## src/rtl/mte_pkg.sv

```systemverilog
package mte_pkg;

  // Storage and rate defaults.
  localparam int DELAY_DEPTH_DEF    = 4096;
  localparam int SAMPLE_RATE_HZ_DEF = 16000;

  // Echo taps.
  localparam int TAP_COUNT = 7;
  localparam int TAP_MS [TAP_COUNT] = '{20, 50, 80, 100, 120, 150, 200};

  // Shared multiplier operand and product widths.
  localparam int MUL_W  = 18;
  localparam int PROD_W = 2 * MUL_W;

  // Wet gain: (28 * level + 2) / 5 is taken as ((28 * level + 2) * WET_RECIP) >> WET_SHIFT.
  localparam int WET_SHIFT = 19;
  localparam logic [16:0] WET_RECIP = 17'd104858;

  // Configuration port.
  localparam int PADDR_W   = 3;
  localparam int PDATA_W   = 32;
  localparam int MIX_W     = 12;
  localparam logic REG_MIX_LEVEL = 1'b0;

  // Tap gains in Q1.15.
  function automatic logic [15:0] tap_gain(input logic [2:0] idx);
    logic [15:0] g;
    case (idx)
      3'd0:    g = 16'd22938;
      3'd1:    g = 16'd16384;
      3'd2:    g = 16'd9830;
      3'd3:    g = 16'd6554;
      3'd4:    g = 16'd3277;
      3'd5:    g = 16'd1638;
      3'd6:    g = 16'd655;
      default: g = 16'd0;
    endcase
    return g;
  endfunction

endpackage

```

## src/rtl/mte_mul.sv

```systemverilog
module mte_mul (
  input  logic                                  clk,
  input  logic                                  en,
  input  logic signed [mte_pkg::MUL_W-1:0]      a,
  input  logic signed [mte_pkg::MUL_W-1:0]      b,
  output logic signed [mte_pkg::PROD_W-1:0]     prod
);

  // Signed multiply with the product registered; it holds while en is low.
  always_ff @(posedge clk) begin
    if (en) begin
      prod <= a * b;
    end
  end

endmodule

```

## config.mk

```make
export PLATFORM = sky130hd
export DESIGN_NAME = mte_mul
export DESIGN_NICKNAME = d
export VERILOG_FILES = /design/src/rtl/mte_pkg.sv /design/src/rtl/mte_mul.sv
export SDC_FILE = /design/constraint.sdc
export NUM_CORES = 1
export LEC_CHECK = 0
export BUFFER_PORTS_ARGS = -buffer_cell sky130_fd_sc_hd__buf_2
export CELL_PAD_IN_SITES_DETAIL_PLACEMENT = 0
export CELL_PAD_IN_SITES_GLOBAL_PLACEMENT = 2
export CORE_MARGIN = 2
export CORE_UTILIZATION = 45
export DETAILED_ROUTE_END_ITERATION = 7
export PLACE_DENSITY_LB_ADDON = 0.1
export SLEW_MARGIN = 40
export SYNTH_ARGS = -nofsm -noshare
export SYNTH_HDL_FRONTEND = slang
export SYNTH_SLANG_ARGS = --single-unit
```

## constraint.sdc

```tcl
create_clock -name clk -period 22.5 [get_ports clk]
set_clock_uncertainty 0.2 [all_clocks]
set_input_delay 4.5 -clock clk [delete_from_list [all_inputs] [get_ports clk]]
set_output_delay 4.5 -clock clk [all_outputs]
set_load 0.02 [all_outputs]
```

==> summary.md <==
| Metric | Value |
|---|---|
| Status | `completed` |
| Yosys warns | `0` |
| Syn nets | `approximately 1800` |
| Final worst setup slack | `around 11000 ps` |
| Sequential area share after synthesis | `under 10%` |
| DR WL/cell | `about 17 um` |
| MaxCap Viol Count | `0` |
| Initial Utilization | `a little under half` |
| Vias | `8888` |
| DP Wirelength | `about 27 mm` |
| Slew Viols, Final | `0` |
| Clock Tree Root | `clkbuf_16` |
| Commonest non-fill, non-tap cell in the layout | `inv_1` |
| Pre-CTS setup slack | `10990 ps` |
| Main synth FF type | `edfxtp_1` |
| Hold Crit Class | `input port to flop` |
| DRT Wirelength | `31.3 mm` |
| Worst slew margin | `between 50% and 60%` |
| Slew at the pin closest to its max-slew limit | `just over 600 ps` |
| First-pass GRT wire length | `approximately 51 mm` |
| Diode count | `0` |
| CTS tree | `done` |
| Worst path arrival time | `between 10000 and 15000 ps` |
| Max reg flops | `36` |
| Average cell area after synthesis | `roughly 9.6 sq um` |
| Placer Congestion | `0.811` |
| Post-synth EDFFs | `36` |
| Number of global-route vias before repair | `9643` |
| Post-CTS Hold Buffers | `0` |
| WHS | `approximately 4500 ps` |
| Pre-Repair DR Iteration Count | `4` |
| RSZ-0062 raised after global routing | `no` |
| FMAX | `89.9 MHz` |
| Initial antenna violation count | `0` |
| Clk buf depth | `2` |
| Minimum clock period | `between 10000 and 15000 ps` |
| WP data required | `about 22000 ps` |
| Die Area | `0.0309 sq mm` |
| ANT nets after route | `0` |
| Nets | `1874` |
| Period utilisation layout | `between 40 and 50%` |
| Most frequent cells in the layout | `371 x inv_1, 329 x fa_1, 163 x and2_1` |
| Area Growth Syn to Fin | `6.38%` |
| Total Neg Setup Slack | `0 ps` |
| Crit-path max FO | `18` |
| CTS Buf Count | `5` |
| Number of post-CTS setup repair buffers | `0` |
| Gr usage total | `21.6%` |
| Async set or reset register ratio after synthesis | `0%` |
| Yosys reg bits | `36` |
| Library cells used by synthesis | `48` |
| TritonCTS Sinks | `36` |
| Clock slew seen by the registers of the worst setup and hold paths | `approximately 50 ps` |
| Placeable Area | `between 0.02 and 0.03 sq mm` |
| Endpoints failing hold | `0` |
| PortBufs | `73` |
| Largest net degree at the start of global routing | `37` |
| I/O pin cnt | `74` |
| Finished Core Util | `48.9%` |
| Initial DRC count | `288` |
| DRC | `0` |
| Share of layout cells above drive strength 1 | `between 6 and 7%` |
| Cell Area, Synth | `around 0.013 sq mm` |
| Setup crit start kind | `input port` |
| Chip height | `roughly 180 um` |
| Biggest regs | `prod (36)` |
| CP Class | `input port to flop` |
| Post-Syn Instances | `around 1400` |
| Vias per cell | `roughly 5` |
| Die width | `about 180 um` |
| # rows | `62` |
| Biggest register | `prod` |
| Final setup violation count | `0` |
| # resized after CTS | `0` |
| CTS HTree Levels | `2` |
| Crit path capture type | `flop` |
| GRT overflow | `0` |
-- Yosys cell counts (all sizes together) (2+ instances only) --
cell type	n	share of area, %
a2111oi	3	0.39
a211o	3	0.20
a211oi	2	0.11
a21boi	3	0.17
a21o	8	0.45
a21oi	22	0.89
a221oi	2	0.18
a31oi	5	0.24
and2	163	7.7
and4	2	0.13
clkbuf	44	1.2
edfxtp	36	8.1
fa	329	50
ha	93	8.8
inv	371	10
nand2	157	4.4
nand2b	9	0.42
nand3	6	0.23
nand4	2	0.094
nor2	18	0.51
nor2b	17	0.80
nor3	5	0.19
o2111ai	2	0.13
o211ai	5	0.28
o21ai	16	0.63
o21bai	5	0.28
or2	2	0.094
xnor2	32	2.1
xor2	2	0.13
-- metrics by stage --
step | instances | area (sq um)
after detailed placement | 1791 | 14000
after floorplan | 1378 | 13300
final | 1799 | 14100
after global routing | 1799 | 14100
after global placement | 1791 | 14000
after CTS | 1799 | 14100
-- metal layers --
metal  up-vias  global-route usage, %  share of wire (%)
li1       4083                      -                  -
met4         0                   2.31                1.3
met1      4673                   27.0                 40
met3        20                   2.01                2.2
met5         -                      0                  0
met2       112                   41.5                 56
-- critical path: stages --
cell and delay (ps):
buf_2 320, nand2_1 160, inv_1 130, fa_1 460, inv_1 190, fa_1 450, inv_1 100, ha_1 480
inv_1 280, fa_1 560, inv_1 60, fa_1 540, inv_1 50, fa_1 470, inv_1 40, ha_1 360
and3_1 270, and4_1 200, o211ai_1 100, o211ai_1 190, o41ai_1 550, o2111ai_1 220, a21oi_1 210, xnor2_1 80
-- path summary, 6_finish.rpt --
check | from | to | cells past startpoint
worst max-delay path | a[17] | prod[35] | 24
worst min-delay path | en | prod[35] | 1
-- kinds of logic after synthesis --
kind of cell	share of synthesized area [%]
compound gates	4.35
fa+ha+maj	58.4
xor+xnor	2.24
buf+inv	11.7
mux	0.160
flops	8.14
simple gates	15.0
-- final cells by class --
| type | instances | area, sq um |
|---|---|---|
| inverters | 371 | 1390 |
| well taps | 384 | 480 |
| fillers | 2809 | 14700 |
| flip-flops and latches | 36 | 1080 |
| repair buffers | 73 | 368 |
| multi-input cells | 927 | 10600 |
| clock inverters | 2 | 35.0 |
| clock buffers | 6 | 129 |
Power is left out: the tool's default activity adds up to more than one toggle a clock period on the data nets, which glitch-free logic cannot reach.
